`src/rtl/qfhw_pkg.sv`:
```
`timescale 1ns / 1ps
// ----------------------------------------------------------------------------
// qfhw_pkg
// Shared types, frame kind codes, type byte constants and varint helpers
// for the QUIC frame header writer.
// ----------------------------------------------------------------------------
package qfhw_pkg;

  // Frame request, one transfer on the command side
  typedef struct packed {
    logic [3:0]  req_type;
    logic [61:0] first_value;
    logic [61:0] second_value;
    logic [61:0] third_value;
    logic [63:0] path_data;
    logic        fin_flag;
    logic        bidirectional;
  } req_t;

  // One header byte, one transfer on the result side
  typedef struct packed {
    logic [7:0] out_byte;
    logic       last_byte;
  } result_t;

  typedef enum logic [3:0] {
    KIND_CRYPTO          = 4'd0,
    KIND_CLOSE           = 4'd1,
    KIND_RETIRE_CID      = 4'd2,
    KIND_PATH_RESP       = 4'd3,
    KIND_PATH_CHAL       = 4'd4,
    KIND_DATAGRAM        = 4'd5,
    KIND_STREAM          = 4'd6,
    KIND_RESET           = 4'd7,
    KIND_STOP            = 4'd8,
    KIND_MAX_DATA        = 4'd9,
    KIND_MAX_STREAM_DATA = 4'd10,
    KIND_DATA_BLOCKED    = 4'd11,
    KIND_STREAM_DATA_BLK = 4'd12,
    KIND_STREAMS_BLOCKED = 4'd13,
    KIND_MAX_STREAMS     = 4'd14,
    KIND_NEW_CID         = 4'd15
  } kind_t;

  localparam logic [7:0] TYPE_CRYPTO          = 8'h06;
  localparam logic [7:0] TYPE_CLOSE           = 8'h1c;
  localparam logic [7:0] TYPE_RETIRE_CID      = 8'h19;
  localparam logic [7:0] TYPE_PATH_RESP       = 8'h1b;
  localparam logic [7:0] TYPE_PATH_CHAL       = 8'h1a;
  localparam logic [7:0] TYPE_DATAGRAM        = 8'h31;
  localparam logic [7:0] TYPE_STREAM_BASE     = 8'h0a;
  localparam logic [7:0] TYPE_STREAM_OFF      = 8'h04;
  localparam logic [7:0] TYPE_STREAM_FIN      = 8'h01;
  localparam logic [7:0] TYPE_RESET           = 8'h04;
  localparam logic [7:0] TYPE_STOP            = 8'h05;
  localparam logic [7:0] TYPE_MAX_DATA        = 8'h10;
  localparam logic [7:0] TYPE_MAX_STREAM_DATA = 8'h11;
  localparam logic [7:0] TYPE_DATA_BLOCKED    = 8'h14;
  localparam logic [7:0] TYPE_STREAM_DATA_BLK = 8'h15;
  localparam logic [7:0] TYPE_STREAMS_BLK_BI  = 8'h16;
  localparam logic [7:0] TYPE_STREAMS_BLK_UNI = 8'h17;
  localparam logic [7:0] TYPE_MAX_STREAMS_BI  = 8'h12;
  localparam logic [7:0] TYPE_MAX_STREAMS_UNI = 8'h13;
  localparam logic [7:0] TYPE_NEW_CID         = 8'h18;

  localparam int NUM_SLOTS = 4;

  // One header segment: up to 8 bytes, sent MSB first, last_idx = length - 1
  typedef struct packed {
    logic        used;
    logic [2:0]  last_idx;
    logic [63:0] value;
  } slot_t;

  typedef struct packed {
    slot_t [NUM_SLOTS-1:0] slot;
  } plan_t;

  localparam slot_t SLOT_NONE = '{used: 1'b0, last_idx: 3'd0, value: 64'd0};

  // Minimal-length QUIC varint
  function automatic slot_t varint(input logic [61:0] v);
    slot_t s;
    s.used = 1'b1;
    if (v < 62'd64) begin
      s.last_idx = 3'd0;
      s.value    = {56'd0, 2'b00, v[5:0]};
    end else if (v < 62'd16384) begin
      s.last_idx = 3'd1;
      s.value    = {48'd0, 2'b01, v[13:0]};
    end else if (v < 62'd1073741824) begin
      s.last_idx = 3'd3;
      s.value    = {32'd0, 2'b10, v[29:0]};
    end else begin
      s.last_idx = 3'd7;
      s.value    = {2'b11, v};
    end
    return s;
  endfunction

  function automatic slot_t raw_byte(input logic [7:0] b);
    slot_t s;
    s.used     = 1'b1;
    s.last_idx = 3'd0;
    s.value    = {56'd0, b};
    return s;
  endfunction

  function automatic slot_t raw_path(input logic [63:0] d);
    slot_t s;
    s.used     = 1'b1;
    s.last_idx = 3'd7;
    s.value    = d;
    return s;
  endfunction

endpackage

```
`src/rtl/qfhw_plan.sv`:
```
`timescale 1ns / 1ps
// ----------------------------------------------------------------------------
// qfhw_plan
// Decodes a frame request into up to four header segments.
// ----------------------------------------------------------------------------
module qfhw_plan (
  input  qfhw_pkg::req_t  req,
  output qfhw_pkg::plan_t plan
);

  logic [7:0] stream_type;

  always_comb begin
    stream_type = qfhw_pkg::TYPE_STREAM_BASE;
    if (req.second_value != '0) stream_type = stream_type | qfhw_pkg::TYPE_STREAM_OFF;
    if (req.fin_flag)           stream_type = stream_type | qfhw_pkg::TYPE_STREAM_FIN;
  end

  always_comb begin
    plan.slot[0] = qfhw_pkg::SLOT_NONE;
    plan.slot[1] = qfhw_pkg::SLOT_NONE;
    plan.slot[2] = qfhw_pkg::SLOT_NONE;
    plan.slot[3] = qfhw_pkg::SLOT_NONE;
    unique case (qfhw_pkg::kind_t'(req.req_type))
      qfhw_pkg::KIND_CRYPTO: begin
        plan.slot[0] = qfhw_pkg::raw_byte(qfhw_pkg::TYPE_CRYPTO);
        plan.slot[1] = qfhw_pkg::varint(req.second_value);
        plan.slot[2] = qfhw_pkg::varint(req.third_value);
      end
      qfhw_pkg::KIND_CLOSE: begin
        plan.slot[0] = qfhw_pkg::raw_byte(qfhw_pkg::TYPE_CLOSE);
        plan.slot[1] = qfhw_pkg::varint(req.first_value);
        plan.slot[2] = qfhw_pkg::varint(req.second_value);
        plan.slot[3] = qfhw_pkg::varint(req.third_value);
      end
      qfhw_pkg::KIND_RETIRE_CID: begin
        plan.slot[0] = qfhw_pkg::raw_byte(qfhw_pkg::TYPE_RETIRE_CID);
        plan.slot[1] = qfhw_pkg::varint(req.first_value);
      end
      qfhw_pkg::KIND_PATH_RESP: begin
        plan.slot[0] = qfhw_pkg::raw_byte(qfhw_pkg::TYPE_PATH_RESP);
        plan.slot[1] = qfhw_pkg::raw_path(req.path_data);
      end
      qfhw_pkg::KIND_PATH_CHAL: begin
        plan.slot[0] = qfhw_pkg::raw_byte(qfhw_pkg::TYPE_PATH_CHAL);
        plan.slot[1] = qfhw_pkg::raw_path(req.path_data);
      end
      qfhw_pkg::KIND_DATAGRAM: begin
        plan.slot[0] = qfhw_pkg::raw_byte(qfhw_pkg::TYPE_DATAGRAM);
        plan.slot[1] = qfhw_pkg::varint(req.third_value);
      end
      qfhw_pkg::KIND_STREAM: begin
        plan.slot[0] = qfhw_pkg::raw_byte(stream_type);
        plan.slot[1] = qfhw_pkg::varint(req.first_value);
        // zero offset is left out; empty slot is skipped by the serializer
        if (req.second_value != '0) plan.slot[2] = qfhw_pkg::varint(req.second_value);
        plan.slot[3] = qfhw_pkg::varint(req.third_value);
      end
      qfhw_pkg::KIND_RESET: begin
        plan.slot[0] = qfhw_pkg::raw_byte(qfhw_pkg::TYPE_RESET);
        plan.slot[1] = qfhw_pkg::varint(req.first_value);
        plan.slot[2] = qfhw_pkg::varint(req.second_value);
        plan.slot[3] = qfhw_pkg::varint(req.third_value);
      end
      qfhw_pkg::KIND_STOP: begin
        plan.slot[0] = qfhw_pkg::raw_byte(qfhw_pkg::TYPE_STOP);
        plan.slot[1] = qfhw_pkg::varint(req.first_value);
        plan.slot[2] = qfhw_pkg::varint(req.second_value);
      end
      qfhw_pkg::KIND_MAX_DATA: begin
        plan.slot[0] = qfhw_pkg::raw_byte(qfhw_pkg::TYPE_MAX_DATA);
        plan.slot[1] = qfhw_pkg::varint(req.second_value);
      end
      qfhw_pkg::KIND_MAX_STREAM_DATA: begin
        plan.slot[0] = qfhw_pkg::raw_byte(qfhw_pkg::TYPE_MAX_STREAM_DATA);
        plan.slot[1] = qfhw_pkg::varint(req.first_value);
        plan.slot[2] = qfhw_pkg::varint(req.second_value);
      end
      qfhw_pkg::KIND_DATA_BLOCKED: begin
        plan.slot[0] = qfhw_pkg::raw_byte(qfhw_pkg::TYPE_DATA_BLOCKED);
        plan.slot[1] = qfhw_pkg::varint(req.second_value);
      end
      qfhw_pkg::KIND_STREAM_DATA_BLK: begin
        plan.slot[0] = qfhw_pkg::raw_byte(qfhw_pkg::TYPE_STREAM_DATA_BLK);
        plan.slot[1] = qfhw_pkg::varint(req.first_value);
        plan.slot[2] = qfhw_pkg::varint(req.second_value);
      end
      qfhw_pkg::KIND_STREAMS_BLOCKED: begin
        plan.slot[0] = qfhw_pkg::raw_byte(req.bidirectional ?
                                          qfhw_pkg::TYPE_STREAMS_BLK_BI :
                                          qfhw_pkg::TYPE_STREAMS_BLK_UNI);
        plan.slot[1] = qfhw_pkg::varint(req.second_value);
      end
      qfhw_pkg::KIND_MAX_STREAMS: begin
        plan.slot[0] = qfhw_pkg::raw_byte(req.bidirectional ?
                                          qfhw_pkg::TYPE_MAX_STREAMS_BI :
                                          qfhw_pkg::TYPE_MAX_STREAMS_UNI);
        plan.slot[1] = qfhw_pkg::varint(req.second_value);
      end
      qfhw_pkg::KIND_NEW_CID: begin
        plan.slot[0] = qfhw_pkg::raw_byte(qfhw_pkg::TYPE_NEW_CID);
        plan.slot[1] = qfhw_pkg::varint(req.first_value);
        plan.slot[2] = qfhw_pkg::varint(req.second_value);
        plan.slot[3] = qfhw_pkg::raw_byte(req.third_value[7:0]);
      end
    endcase
  end

endmodule

```
`src/rtl/qfhw_serial.sv`:
```
`timescale 1ns / 1ps
// ----------------------------------------------------------------------------
// qfhw_serial
// Holds the segment plan and sends it one byte per cycle through an
// output register; takes the next plan on the final byte.
// ----------------------------------------------------------------------------
module qfhw_serial (
  input  logic              clk,
  input  logic              rst,
  input  logic              start,
  input  qfhw_pkg::plan_t   plan,
  output logic              busy,
  output logic              strobe,
  output qfhw_pkg::result_t result
);

  qfhw_pkg::plan_t plan_q;
  logic            active;
  logic [1:0]      cur;
  logic [2:0]      idx;

  qfhw_pkg::slot_t cur_slot;
  logic [2:0]      byte_sel;
  logic [7:0]      cur_byte;
  logic            slot_done;
  logic            has_next;
  logic [1:0]      next_slot;
  logic            at_last;
  logic            load;

  always_comb begin
    cur_slot  = plan_q.slot[cur];
    byte_sel  = cur_slot.last_idx - idx;
    cur_byte  = cur_slot.value[{byte_sel, 3'b000} +: 8];
    slot_done = (idx == cur_slot.last_idx);
    // first used slot after the current one
    has_next  = 1'b0;
    next_slot = cur;
    for (int i = qfhw_pkg::NUM_SLOTS - 1; i >= 1; i--) begin
      if ((2'(i) > cur) && plan_q.slot[i].used) begin
        has_next  = 1'b1;
        next_slot = 2'(i);
      end
    end
    at_last = active && slot_done && !has_next;
    busy    = active && !at_last;
    load    = start && !busy;
  end

  always_ff @(posedge clk) begin
    if (rst) begin
      active <= 1'b0;
      strobe <= 1'b0;
      cur    <= '0;
      idx    <= '0;
    end else begin
      strobe <= active;
      if (load) begin
        active <= 1'b1;
        cur    <= '0;
        idx    <= '0;
      end else if (active) begin
        if (at_last) begin
          active <= 1'b0;
        end else if (slot_done) begin
          cur <= next_slot;
          idx <= '0;
        end else begin
          idx <= idx + 3'd1;
        end
      end
    end
  end

  always_ff @(posedge clk) begin
    if (load) plan_q <= plan;
    if (active) begin
      result.out_byte  <= cur_byte;
      result.last_byte <= at_last;
    end
  end

endmodule

```
`src/rtl/quic_frame_header_writer_core.sv`:
```
`timescale 1ns / 1ps
// ----------------------------------------------------------------------------
// quic_frame_header_writer_core
// Encodes one QUIC frame request into its header bytes, one byte per cycle.
// ----------------------------------------------------------------------------
//
//  channel   handshake        payload            transfer when
//  --------  ---------------  -----------------  -------------------------
//  request   start / busy     req    (req_t)     start && !busy at clk edge
//  result    strobe           result (result_t)  every cycle strobe is high
//
//  Flow: a frame has N header bytes (2 to 25), busy high up to the last;
//  one byte leaves per cycle from the serializer's byte counter, and busy
//  drops on the final byte so the next request is taken in that cycle.
//  Order: the request is registered, then bytes leave the output register.
//  Reset: synchronous, clears the serializer state and the strobe.
//  Stalls: none on the result side; the receiver takes every strobed byte.
//
// Structure:
//  qfhw_plan   - splits the request into up to four segments (type byte,
//                varints, path bytes, raw cid length byte); a zero stream
//                offset leaves an empty segment that is skipped.
//  qfhw_serial - registers the plan on transfer and walks the segments,
//                most significant byte first, into the result register.
// ----------------------------------------------------------------------------
module quic_frame_header_writer_core (
  input  logic              clk,
  input  logic              rst,
  input  logic              start,
  input  qfhw_pkg::req_t    req,
  output logic              busy,
  output logic              strobe,
  output qfhw_pkg::result_t result
);

  qfhw_pkg::plan_t plan;

  // Segment decode straight off the request ports; registered on transfer
  qfhw_plan u_plan (
    .req  (req),
    .plan (plan)
  );

  // Byte walker plus output register
  qfhw_serial u_serial (
    .clk    (clk),
    .rst    (rst),
    .start  (start),
    .plan   (plan),
    .busy   (busy),
    .strobe (strobe),
    .result (result)
  );

endmodule

```
`config.mk`:
```
export PLATFORM = sky130hd
export DESIGN_NAME = quic_frame_header_writer_core
export DESIGN_NICKNAME = d
export VERILOG_FILES = /design/src/rtl/qfhw_pkg.sv /design/src/rtl/qfhw_plan.sv /design/src/rtl/qfhw_serial.sv /design/src/rtl/quic_frame_header_writer_core.sv
export SDC_FILE = /design/constraint.sdc
export NUM_CORES = 1
export LEC_CHECK = 0
export ABC_CLOCK_PERIOD_IN_PS = 16490
export BUFFER_PORTS_ARGS = -buffer_cell sky130_fd_sc_hd__buf_2
export CORE_AREA = 3 3 192 213
export DETAILED_ROUTE_END_ITERATION = 16
export DIE_AREA = 0 0 195 216
export HOLD_SLACK_MARGIN = 0.08
export PLACE_DENSITY = 0.58
export REMOVE_ABC_BUFFERS = 1
export SLEW_MARGIN = 20
export SYNTH_ARGS = -nofsm -noshare
export SYNTH_HDL_FRONTEND = slang
export SYNTH_SLANG_ARGS = --single-unit
```
`constraint.sdc`:
```
create_clock -name clk -period 16.49 [get_ports clk]
set_input_delay 0.8245 -clock clk [delete_from_list [all_inputs] [get_ports clk]]
set_output_delay 0.8245 -clock clk [all_outputs]
set_load 0.1 [all_outputs]
```
# Yosys cells after proc, flatten, opt, wreduce, memory -nomap -nowiden
# Cells that the tools add are included.
dict set report op_classes {
  addsub 2
  n_mul 0
  n_div 0
  order_cmp 13
  eq_ne 16
  shift 1
  muxes 29
  bitwise_logic 1
  n_reduce_logical 18
}
# op n
set op_table {}
lappend op_table {{case mux 136 bit (16 select lines)} 1}
lappend op_table {{two-way mux 67 bit} 10}
lappend op_table {{case mux 68 bit (3 select lines)} 1}
lappend op_table {{< comparator 62 x 15 -> 1 bit, second input constant} 3}
lappend op_table {{< comparator 62 x 31 -> 1 bit, second input constant} 3}
lappend op_table {{< comparator 62 x 7 -> 1 bit, second input constant} 3}
lappend op_table {{binary-select mux 68 bit (select 2 bit)} 1}
lappend op_table {{case mux 68 bit (2 select lines)} 1}
lappend op_table {{two-way mux 68 bit} 1}
lappend op_table {{variable part select 64 x 7 -> 8 bit} 1}
lappend op_table {{nonzero test 62 bit} 1}
lappend op_table {{== test 4 bit, second input constant} 8}
lappend op_table {{== test 4 x 3 -> 1 bit, second input constant} 4}
lappend op_table {{two-way mux 1 bit} 9}
lappend op_table {{== test 4 x 2 -> 1 bit, second input constant} 2}
lappend op_table {{logical AND 1 bit} 7}
lappend op_table {{two-way mux 2 bit} 3}
lappend op_table {{two-way mux 3 bit} 2}
lappend op_table {{OR reduction 6 bit} 1}
lappend op_table {{== test 4 x 1 -> 1 bit, second input constant} 1}
lappend op_table {{> comparator 2 bit, first input constant} 2}
lappend op_table {{zero test 4 bit} 1}
lappend op_table {{AND reduction 4 bit} 1}
lappend op_table {{adder 3 x 1 -> 3 bit, second input constant} 1}
lappend op_table {{10 further kinds} 12}
dict set report totals {
  regBits 288
  latchBits 0
  ramBits 0
  rom_bits 0
  output_inout_bits 11
  word_cells 98
  memories 0
}

# Depth between registers and ports, before layout
# Gate-level depths: netlist of run 1.
dict set report depth {
  ltp_word 12
  depth_mapped 13
  mapped_depth_nobuf 8
}

# By module
# Synthesis of run 1 repeated with hierarchy kept, for this count alone.
dict set report hier_totals {
  hier_cells 1147
  area_unflattened_um2 14884.3
}
# mod instances cells_per_inst area_per_inst_um2 seq_area_each_um2
set by_module_without_submodules {}
lappend by_module_without_submodules {qfhw_serial 1 559 11095.6 8548.2}
lappend by_module_without_submodules {qfhw_plan 1 588 3788.6 0.0}

# Worst setup path after synthesis of run 1
# No wires, ideal clock.
dict set report synth_path {
  kind {register -> register}
  start {register u_serial.cur[0]}
  end {register u_serial.plan_q[0] (netlist name), enable pin}
  setup_ns 0.590
  t_arrival_ns 7.131
  t_required_ns 15.900
  path_slack_ns 8.770
  stages_incl_launch_ff 11
  path_buffers 4
  period_less_slack_ns 7.720
  cell_sequence {dfxtp_1 > buf_6 > buf_2 > clkbuf_1 > mux2_2 > a22oi_1 > ha_1 > clkbuf_1 > nand2_1 > o31ai_1 > and2_1}
}
dict set report synth_via {
  elab_chain_cells 11
  elab_cells_between_ends 19
  cone_classes {order compare (3); eq/ne (1); mux (5); reduce/logical (10)}
}
# element line_no
set synth_rtl {}
lappend synth_rtl {{start: declaration} qfhw_serial.sv:19} ;# logic [1:0] cur;
lappend synth_rtl {{start signal: assignment} qfhw_serial.sv:66} ;# cur <= next_slot;
lappend synth_rtl {{> comparator 2 bit} qfhw_serial.sv:40} ;# if ((2'(i) > cur) && plan_q.slot[i].used) begin
lappend synth_rtl {{logical AND 1 bit} qfhw_serial.sv:40}
lappend synth_rtl {{two-way mux 1 bit (3 in series)} qfhw_serial.sv:40}
lappend synth_rtl {{zero test 1 bit} qfhw_serial.sv:45} ;# at_last = active && slot_done && !has_next;
lappend synth_rtl {{logical AND 1 bit (*)} qfhw_serial.sv:45}
lappend synth_rtl {{zero test 1 bit (*)} qfhw_serial.sv:46} ;# busy = active && !at_last;
lappend synth_rtl {{logical AND 1 bit (*)} qfhw_serial.sv:46}
lappend synth_rtl {{zero test 1 bit (*)} qfhw_serial.sv:47} ;# load = start && !busy;
lappend synth_rtl {{logical AND 1 bit (*)} qfhw_serial.sv:47}
lappend synth_rtl {{net u_serial.load} qfhw_serial.sv:29} ;# logic load;
lappend synth_rtl {{end signal: assignment} qfhw_serial.sv:76} ;# if (load) plan_q <= plan;
lappend synth_rtl {{end: declaration} qfhw_serial.sv:17} ;# qfhw_pkg::plan_t plan_q;
# The timed path passes the listed nets; every way through them passes the cells marked *. The select of a mux whose other input is x is not followed.
# A chain may end at the register's enable or synchronous reset.

# Final worst setup path of run 1
dict set report layout_path {
  start {register u_serial.cur[0]}
  end {register u_serial.plan_q[140] (netlist name), enable pin}
}
# The elaborated chain is that of the path after synthesis.

==> flow_metrics.tcl, run 1 <==
set metrics [dict create \
    status "finished clean" \
    dp.cells 1712 \
    final_layout_size_suffix_gt1_frac 0.324 \
    rows 76 \
    p_leak_nw 5.56 \
    fmax_mhz 202 \
    switching_power_mw 0.412 \
    finalHoldViolCount 0 \
    startpoint_type "flip-flop" \
    yosys_most_used_dff "edfxtp_1" \
    maxCapViolCount 0 \
    pwr-share-comb 0.193 \
    place.port_buffers 269 \
    nNetsFinal 1494 \
    setup_viol 0 \
    p_sw_frac 0.278 \
    antenna_found_initial 3 \
    timing.final.ws_setup_ns 11.54 \
    slew_headroom 0.262 \
    cts.clk_slew.worst_paths_ns 0.06 \
    setup-tns-final_ns 0 \
    skew_ns 0.0134 \
    p_int_mw 1.07 \
    min_path_type "input pin to flip-flop" \
    cts_htree_levels 1 \
    crit_arrival_ns 5.10 \
    vdd_drop_max_mv 0.0641 \
    clk_latency_ns 0.53 \
    ys_seq_area_frac 0.549 \
    io_pins 270 \
    die_area_mm2 0.0421 \
    post-route-util 0.373 \
    syn_area_per_cell_um2 11.9 \
    finalCritPeriodShare 0.300 \
    cts_tree "built" \
    p_seq_frac 0.465 \
    ant_nets 0 \
    dpl_cell_area_mm2 0.0138 \
    pre_cts_slack_ns 11.29 \
    period_minus_slack_ns 4.95 \
    gp_congestion 0.894 \
    syn_inst 1001 \
    routedWlPerCell_um 24.3 \
    ys_ff_latch 221 \
    cp_max_fo 71 \
    post-route-drc-count 0 \
    cts.sink_count 221 \
    grt_pass1_vias 9787 \
    drv_slew 0 \
    routed_wl_mm 42.7 \
    grt_max_degree 93 \
    via_per_inst 5.71 \
    tightest_slew_ns 1.11 \
    async_flop_share 0 \
    grt_pass1_wl_mm 61.3 \
    root_buffer "clkbuf_16" \
    rsz0062_at_grt "no" \
    p_per_area_mw_per_mm2 102 \
    grt_usage 0.190 \
    gr-total-overflow 0 \
    clkPwrFrac 0.342 \
    synth_cell_types 60 \
    route.vias.total 10026 \
    final_area_mm2 0.0145 \
    synth_area_mm2 0.0120 \
    syn_to_final_growth_pct 21.5 \
    instances_no_fill 1756 \
    critPathRequiredTime_ns 16.64 \
    numCtsBuffers 24 \
    ys_warn_count 0 \
    cts_buffer_depth 3 \
    hold_buffers 0 \
    coreArea_mm2 0.0390 \
    cts.repair.resized 0 \
    fp.dieH_um 216 \
    drtIter0Drc 1123 \
    initial_utilization 0.307 \
    dp_hpwl_mm 31.5 \
    endpoint_kind "flip-flop" \
    synth_edf_count 214 \
    critPathKind "flip-flop to flip-flop" \
    die-width_um 195 \
    firstDrtPassIters 12 \
    cts_setup_buffers 0 \
    num-fill-cells 3867 \
]
synthesized netlist by cell type, types with 4 or more instances:
cell type	n	area share
mux4_1	7	0.015
nand4_1	9	0.0047
dfxtp_1	7	0.012
a31oi_1	9	0.0047
nor4_1	45	0.024
mux2_2	58	0.055
clkbuf_1	61	0.019
inv_1	8	0.0025
nand2_1	140	0.044
a22oi_1	32	0.020
and3_1	9	0.0047
edfxtp_1	214	0.54
and2_1	51	0.027
buf_1	7	0.0022
nor3_1	5	0.0021
nor2_1	33	0.010
buf_2	10	0.0042
and4_1	4	0.0029
a21oi_1	46	0.019
a221oi_1	26	0.019
o21ai_0	11	0.0046
nand2b_1	6	0.0031
a222oi_1	61	0.051
nand3_1	8	0.0033
a22o_1	62	0.045
mux4_2	7	0.013
nor2b_1	10	0.0052
o22ai_1	6	0.0031
a21o_1	4	0.0025
critical path, stage by stage (launching register included):
cell and delay [ns]:
dfxtp_2 0.69, buf_4 0.69, mux2_2 0.41, a22oi_1 0.16
ha_1 0.42, nand2_1 0.28, o31ai_1 0.41, and2_4 0.61
buf_4 0.81
metrics by stage:
step / hold slack (ns) / total power, mW
after floorplan: 0.444 / 0.866
after global placement: 0.493 / 0.980
after detailed placement: 0.490 / 0.983
after CTS: 0.479 / 1.49
after global routing: 0.480 / 1.53
final: 0.488 / 1.48
cells in the final DEF (no fill, tap or decap), types with 7 or more instances in the layout:
cell / n
buf_2: 269
edfxtp_1: 214
nand2_1: 140
a22o_1: 62
a222oi_1: 61
mux2_2: 58
and2_1: 50
a21oi_1: 46
nor4_1: 44
a22oi_1: 32
nor2_1: 30
a221oi_1: 26
clkbuf_16: 25
buf_4: 13
o21ai_0: 11
nor2b_1: 9
and3_1: 9
nand4_1: 9
a31oi_1: 9
inv_1: 8
nand3_1: 8
mux4_2: 7
mux4_1: 7
clkinv_1: 7
layout make-up:
| class | instances | area, um2 | area share |
|---|---|---|---|
| inverters | 9 | 33.8 | 0.00232 |
| repair buffers | 283 | 1460 | 0.100 |
| diodes | 1 | 2.50 | 0.000172 |
| well taps | 507 | 634 | 0.0437 |
| clock inverters | 12 | 82.6 | 0.00568 |
| clock buffers | 31 | 648 | 0.0446 |
| multi-input cells | 692 | 5100 | 0.351 |
| flip-flops and latches | 221 | 6570 | 0.452 |
cell families after synthesis:
| group | after synthesis | share of synthesized area |
|---|---|---|
| xor gates and xnor gates | 3 | 0.00533 |
| AOI/OAI and AO/OA | 283 | 0.190 |
| and+or+nand+nor | 328 | 0.136 |
| muxes | 74 | 0.0853 |
| adders and majority gates | 4 | 0.00481 |
| DFF | 221 | 0.549 |
| buffers and inverters | 88 | 0.0293 |
per-layer routing:
layer / share of wire / global-route usage
met5: 0.00049 / 0
met2: 0.52 / 0.341
met1: 0.40 / 0.243
met3: 0.064 / 0.0262
met4: 0.018 / 0.0449
sequential cells by signal, summed over array words and instances, names as in the netlist:
| signal | flops |
|---|---|
| u_serial.strobe | 1 |
| u_serial.cur | 2 |
| u_serial.idx | 3 |
| u_serial.result | 9 |
| u_serial.active | 1 |
| u_serial.plan_q | 205 |
power by group through the flow:
stage	Combinational, mW	Clock (mW)	Sequential (mW)
2_1_floorplan	0.141	0	0.724
3_3_place_gp	0.280	0	0.700
3_5_place_dp	0.283	0	0.700
4_1_cts	0.284	0.513	0.688
5_1_grt	0.304	0.535	0.691
6_report	0.285	0.506	0.688
final timing paths:
check	start	endpoint	slack [ns]	cells after the start
min reg2reg	u_serial.plan_q[203]	u_serial.cur[0]	0.51	1
max reg2reg	u_serial.cur[0]	u_serial.plan_q[140]	11.54	8
max	u_serial.cur[0]	u_serial.plan_q[140]	11.54	8
min	rst	u_serial.strobe	0.49	2
Power figures use the tool's default switching activity.
==> run 2, diff against run 1 <==
ABC_AREA = 1   (was unset)
ABC_CLOCK_PERIOD_IN_PS = 4400   (was 16490)
CORE_AREA = 3 3 195 216   (was 3 3 192 213)
DIE_AREA = 0 0 198 219   (was 0 0 195 216)
PLACE_DENSITY = 0.6   (was 0.58)
clock period = 4.4 ns   (was 16.49 ns; I/O delays follow)
==> run 2 against run 1 <==
- utilization is 5.5 points higher
- final cell count is 40% higher
- wire length is 15% higher
- synthesized area is 3.6% higher
- critical path depth is 3 higher
- maximum frequency is 35% higher
- total power grew to 3.9 times the previous value
- die area is 2.9% higher
- clock skew is 0.0041 ns higher
- register-to-register slack worse by 11 ns
- worst hold slack worse by 0.40 ns
==> flow_metrics.tcl, run 2 <==
set metrics [dict create \
    finalHoldViolCount 0 \
    die-width_um 198 \
    grt_pass1_vias 12854 \
    slew_headroom 0.328 \
    gr-total-overflow 0 \
    synth_area_mm2 0.0124 \
    top_register "u_serial.plan_q" \
    grt_usage 0.221 \
    cts.sink_count 221 \
    maxCapViolCount 0 \
    p_leak_nw 6.96 \
    gp_congestion 0.968 \
    ys_seq_area_frac 0.530 \
    numCtsBuffers 24 \
    clk_latency_ns 0.53 \
    cts_htree_levels 1 \
    dpl_cell_area_mm2 0.0142 \
    firstDrtPassIters 7 \
    reg_top3 "u_serial.plan_q (205), u_serial.result (9), u_serial.idx (3)" \
    yosys_most_used_dff "edfxtp_1" \
    post-route-util 0.427 \
    synth_cell_types 39 \
    post-route-drc-count 0 \
    synth_area_leaders "edfxtp_1 (52%), nand2_1 (13%), nor2_1 (5.8%), o21ai_0 (5.7%), nand3_1 (3.6%)" \
    critPathRequiredTime_ns 4.69 \
    root_buffer "clkbuf_16" \
    path_buf_inv 3 \
    fin_hold_ws_ns 0.0852 \
    crit_arrival_ns 3.96 \
    status "finished clean" \
    drtIter0Drc 1222 \
    vdd_drop_max_mv 0.319 \
    p_per_area_mw_per_mm2 341 \
    layout_commonest_cell "nand2_1" \
    path_cells "nand2_1, inv_2, a22o_1, a21oi_1, ha_1, inv_1, fa_1, clkinv_1, nand3_1, o21ai_0, o21a_1" \
    grt_max_degree 68 \
    via_per_inst 5.17 \
    instances_no_fill 2457 \
    dp.cells 2202 \
    grt_pass1_wl_mm 74.3 \
    startpoint_type "flip-flop" \
    routedWlPerCell_um 20.1 \
    critPathKind "flip-flop to flip-flop" \
    setup_viol 0 \
    dp_hpwl_mm 35.2 \
    synth_top_area_frac 0.519 \
    cts.clk_slew.worst_paths_ns 0.07 \
    cp_max_fo 26 \
    skew_ns 0.0175 \
    initial_utilization 0.309 \
    hold_buffers 211 \
    rsz0062_at_grt "no" \
    finalCritPeriodShare 0.835 \
    syn_area_per_cell_um2 8.36 \
    io_pins 270 \
    die_area_mm2 0.0434 \
    synth_edf_count 214 \
    yosysMostFrequentCell "nand2_1" \
    final_area_mm2 0.0171 \
    coreArea_mm2 0.0401 \
    cts_buffer_depth 3 \
    routed_wl_mm 49.3 \
    final_layout_size_suffix_gt1_frac 0.180 \
    syn_inst 1482 \
    critPathTopFamily "adder cells" \
    fp.dieH_um 219 \
    cts_setup_buffers 0 \
    ant_nets 0 \
    tightest_slew_ns 1.01 \
    drv_slew 0 \
    slowest_delay_ns 0.95 \
    ys_ff_latch 221 \
    period_minus_slack_ns 3.67 \
    syn_to_final_growth_pct 38.2 \
    antenna_found_initial 1 \
    ys_warn_count 0 \
    nNetsFinal 2189 \
    async_flop_share 0 \
    route.vias.total 12714 \
    largest_reg_flops 205 \
    final_cell_mix "nand2_1 (434), buf_2 (269), edfxtp_1 (214)" \
    cts_tree "built" \
    ys_top_cells_by_count "nand2_1 (435), edfxtp_1 (214), nor2_1 (190), o21ai_0 (142), inv_1 (110)" \
    rows 77 \
    crit_slowest_cell "fa_1" \
    min_path_type "input pin to flip-flop" \
    fmax_mhz 272 \
    cts.repair.resized 0 \
    place.port_buffers 269 \
    endpoint_kind "flip-flop" \
    synth_top_cell_by_area "edfxtp_1" \
]
-- run 2: final timing paths --
kind                                       from             endpoint  slack, ns  cells after the start
worst max-delay path            u_serial.cur[1]   u_serial.result[8]       0.73                     11
worst min register to register  u_serial.idx[1]      u_serial.idx[1]       0.50                      2
worst max register to register  u_serial.cur[1]   u_serial.result[8]       0.73                     11
worst min-delay path                   req[220]  u_serial.plan_q[98]       0.09                      3
-- run 2: layer usage --
layer / routed length, um / GRT usage / vias up / part of all wire
met1: 19800 / 0.278 / 6028 / 0.40
met3: 3080 / 0.0283 / 98 / 0.063
met2: 24500 / 0.392 / 577 / 0.50
met4: 1880 / 0.0793 / 0 / 0.038
li1: - / - / 6011 / -
met5: 0 / 0 / - / 0
-- run 2: power by group --
group	internal (mW)	switching (mW)
Combinational	0.453	0.693
Sequential	2.52	0.0726
Clock	1.27	0.836
Total	4.24	1.60
-- run 2: cells by family after synthesis --
| group | Yosys count | share of synthesized area |
|---|---|---|
| AOI/OAI and AO/OA | 256 | 0.127 |
| DFF | 221 | 0.530 |
| xor gates and xnor gates | 3 | 0.00364 |
| adders and majority gates | 4 | 0.00465 |
| buffers and inverters | 199 | 0.0662 |
| and+or+nand+nor | 799 | 0.269 |
-- run 2: per-stage QoR --
| step | total power, mW | TNS (ns) | setup WS (ns) |
|---|---|---|---|
| after floorplan | 3.13 | -736.51 | -3.59 |
| after global placement | 3.56 | 0 | 0.889 |
| after detailed placement | 3.57 | 0 | 0.753 |
| after CTS | 5.86 | 0 | 0.746 |
| after global routing | 6.08 | 0 | 0.355 |
| final | 5.84 | 0 | 0.727 |
-- run 2: area by class of cell --
class,instances,area [um2]
multi-input combinational,1062,5010
fill,3932,23000
timing repair buffer,501,3640
sequential,221,6570
clock buffer,29,641
inverter,116,440
antenna,1,2.50
clock inverter,14,174
tap,513,642
-- run 2: worst min-delay path: stages --
cell	delay [ns]
buf_2	0.09
nand2_1	0.05
o2111ai_1	0.11
==> run 3, diff against run 2 <==
ABC_CLOCK_PERIOD_IN_PS = 3700   (was 4400)
PLACE_DENSITY = 0.58   (was 0.6)
clock period = 3.7 ns   (was 4.4 ns; I/O delays follow)
==> run 3 against run 2 <==
- register-to-register slack got worse by 0.17 ns
- critical path depth up 1
- first-iteration DRC count decreased by 8.7%
- global-route usage rose by 0.19 points
- largest cell class unchanged
- largest power group unchanged
- highest routed layer unchanged
==> flow_metrics.tcl, run 3 (synthesis results as in run 2) <==
set metrics [dict create \
    cts_htree_levels 1 \
    cts.repair.resized 0 \
    path_buf_inv 5 \
    hold_buffers 278 \
    clk_latency_ns 0.53 \
    critPathKind "flip-flop to output pin" \
    drtIter0Drc 1116 \
    cts_setup_buffers 0 \
    routed_wl_mm 49.8 \
    clkPwrFrac 0.361 \
    slew_headroom 0.281 \
    place.port_buffers 269 \
    slowest_delay_ns 0.46 \
    post-route-drc-count 0 \
    grt_usage 0.223 \
    p_sw_frac 0.269 \
    firstDrtPassIters 5 \
    cts_tree "built" \
    syn_to_final_growth_pct 44.2 \
    r2r_start "u_serial.cur[0]" \
    crit_arrival_ns 3.03 \
    reg2reg_slack_ns 0.56 \
    switching_power_mw 1.90 \
    min_path_type "input pin to flip-flop" \
    cts.sink_count 221 \
    ant_nets 0 \
    final_area_mm2 0.0179 \
    finalCritPeriodShare 0.869 \
    path_cells "inv_1, nor2_4, buf_4, nand2_1, nand2_1, ha_1, nand2_1, inv_1, nand3_1, o21ai_2, inv_1, buf_2" \
    p_seq_frac 0.433 \
    use_met2 0.401 \
    p_leak_nw 7.30 \
    final_layout_size_suffix_gt1_frac 0.174 \
    rows 77 \
    root_buffer "clkbuf_16" \
    top_register "u_serial.plan_q" \
    gp_congestion 0.900 \
    endpoint_kind "output pin" \
    largest_reg_flops 205 \
    met3_usage 0.0293 \
    via_per_inst 5.15 \
    drv_slew 0 \
    pwr-share-comb 0.206 \
    fmax_mhz 311 \
    crit_slowest_cell "dfxtp_1" \
    grt_max_degree 59 \
    setup_viol 0 \
    dpl_cell_area_mm2 0.0142 \
    reg_top3 "u_serial.plan_q (205), u_serial.result (9), u_serial.idx (3)" \
    period_minus_slack_ns 3.22 \
    routedWlPerCell_um 19.7 \
    globalRouteMet1Util 0.276 \
    maxCapViolCount 0 \
    vdd_drop_max_mv 0.326 \
    p_per_area_mw_per_mm2 396 \
    fp.dieH_um 219 \
    layout_commonest_cell "nand2_1" \
    grt_pass1_vias 13319 \
    finalHoldViolCount 0 \
    numCtsBuffers 25 \
    final_cell_mix "nand2_1 (434), dlygate4sd3_1 (278), buf_2 (269)" \
    cts.clk_slew.worst_paths_ns 0.06 \
    critPathTopFamily "buffers and inverters" \
    tightest_slew_ns 1.08 \
    route.vias.total 13025 \
    io_pins 270 \
    dp_hpwl_mm 35.0 \
    critPathRequiredTime_ns 3.51 \
    initial_utilization 0.309 \
    nNetsFinal 2263 \
    critPathLaunch "u_serial.cur[0]" \
    die_area_mm2 0.0434 \
    status "finished clean" \
    rsz0062_at_grt "no" \
    cp_max_fo 22 \
    top_usage_layer "met2" \
    skew_ns 0.0143 \
    antenna_found_initial 0 \
    worstHoldStart "req[254]" \
    fin_hold_ws_ns 0.105 \
    die-width_um 198 \
    startpoint_type "flip-flop" \
    gr-total-overflow 0 \
    finalPower_mw 7.08 \
    p_int_mw 5.18 \
    antenna_cells 0 \
    coreArea_mm2 0.0401 \
    cts_buffer_depth 3 \
    grt_pass1_wl_mm 75.2 \
]
## run 3: cell count changes in the layout (fill, tap and decap cells not counted)
| cell | previous run | this run |
|---|---|---|
| buf_4 | 19 | 24 |
| bufinv_16 | 4 | 5 |
| inv_6 | 1 | 2 |
| clkbuf_1 | 4 | 5 |
| diode_2 | 1 | 0 |
| buf_12 | 2 | 3 |
| clkinv_2 | 7 | 1 |
| clkinvlp_4 | 2 | 1 |
| clkinv_1 | 3 | 7 |
| dlygate4sd3_1 | 211 | 278 |
## run 3: worst paths after layout
| kind | end | cells past startpoint |
|---|---|---|
| min | u_serial.plan_q[4] | 2 |
| min reg2reg | u_serial.idx[1] | 2 |
| max | busy | 12 |
| max reg2reg | u_serial.plan_q[208] | 13 |
## run 3: power by group through the flow
| stage | logic [mW] | clock network, mW | registers [mW] |
|---|---|---|---|
| 2_1_floorplan | 0.526 | 0 | 3.20 |
| 3_3_place_gp | 1.13 | 0 | 3.12 |
| 3_5_place_dp | 1.13 | 0 | 3.12 |
| 4_1_cts | 1.45 | 2.60 | 3.06 |
| 5_1_grt | 1.58 | 2.70 | 3.08 |
| 6_report | 1.46 | 2.56 | 3.06 |
## run 3: stage by stage
| step | setup WS [ns] | util | setup TNS [ns] | cells |
|---|---|---|---|---|
| 2_1_floorplan | -4.29 | - | -883.18 | 1399 |
| 3_3_place_gp | 0.719 | 0.356 | 0 | 2208 |
| 3_5_place_dp | 0.620 | 0.356 | 0 | 2208 |
| 4_1_cts | 0.478 | 0.446 | 0 | 2529 |
| 5_1_grt | 0.258 | 0.446 | 0 | 2529 |
| 6_report | 0.484 | 0.446 | 0 | 2529 |
## run 3: cell type report
type,count,area (um2)
timing repair buffer,574,4370
clock buffer,30,644
inverter,116,440
tap,513,642
clock inverter,13,190
fill,3893,22200
multi-input combinational,1062,5010
sequential,221,6570
## run 3: metal layers
layer  wire length, um  vias up
met2             25100      572
met4              1730        0
met5                 0        -
met3              3020      111
li1                  -     6150
met1             20000     6192
## run 3: worst register-to-register path, cell delays in order, from the launching register on
cell and delay (ns):
dfxtp_1 0.46, inv_1 0.13, nor2_4 0.14, buf_4 0.30
nand2_1 0.08, nand2_1 0.13, ha_1 0.13, nand2_1 0.06
inv_1 0.08, nand3_1 0.18, o21ai_2 0.29, nand2_1 0.18
inv_6 0.30, buf_4 0.34
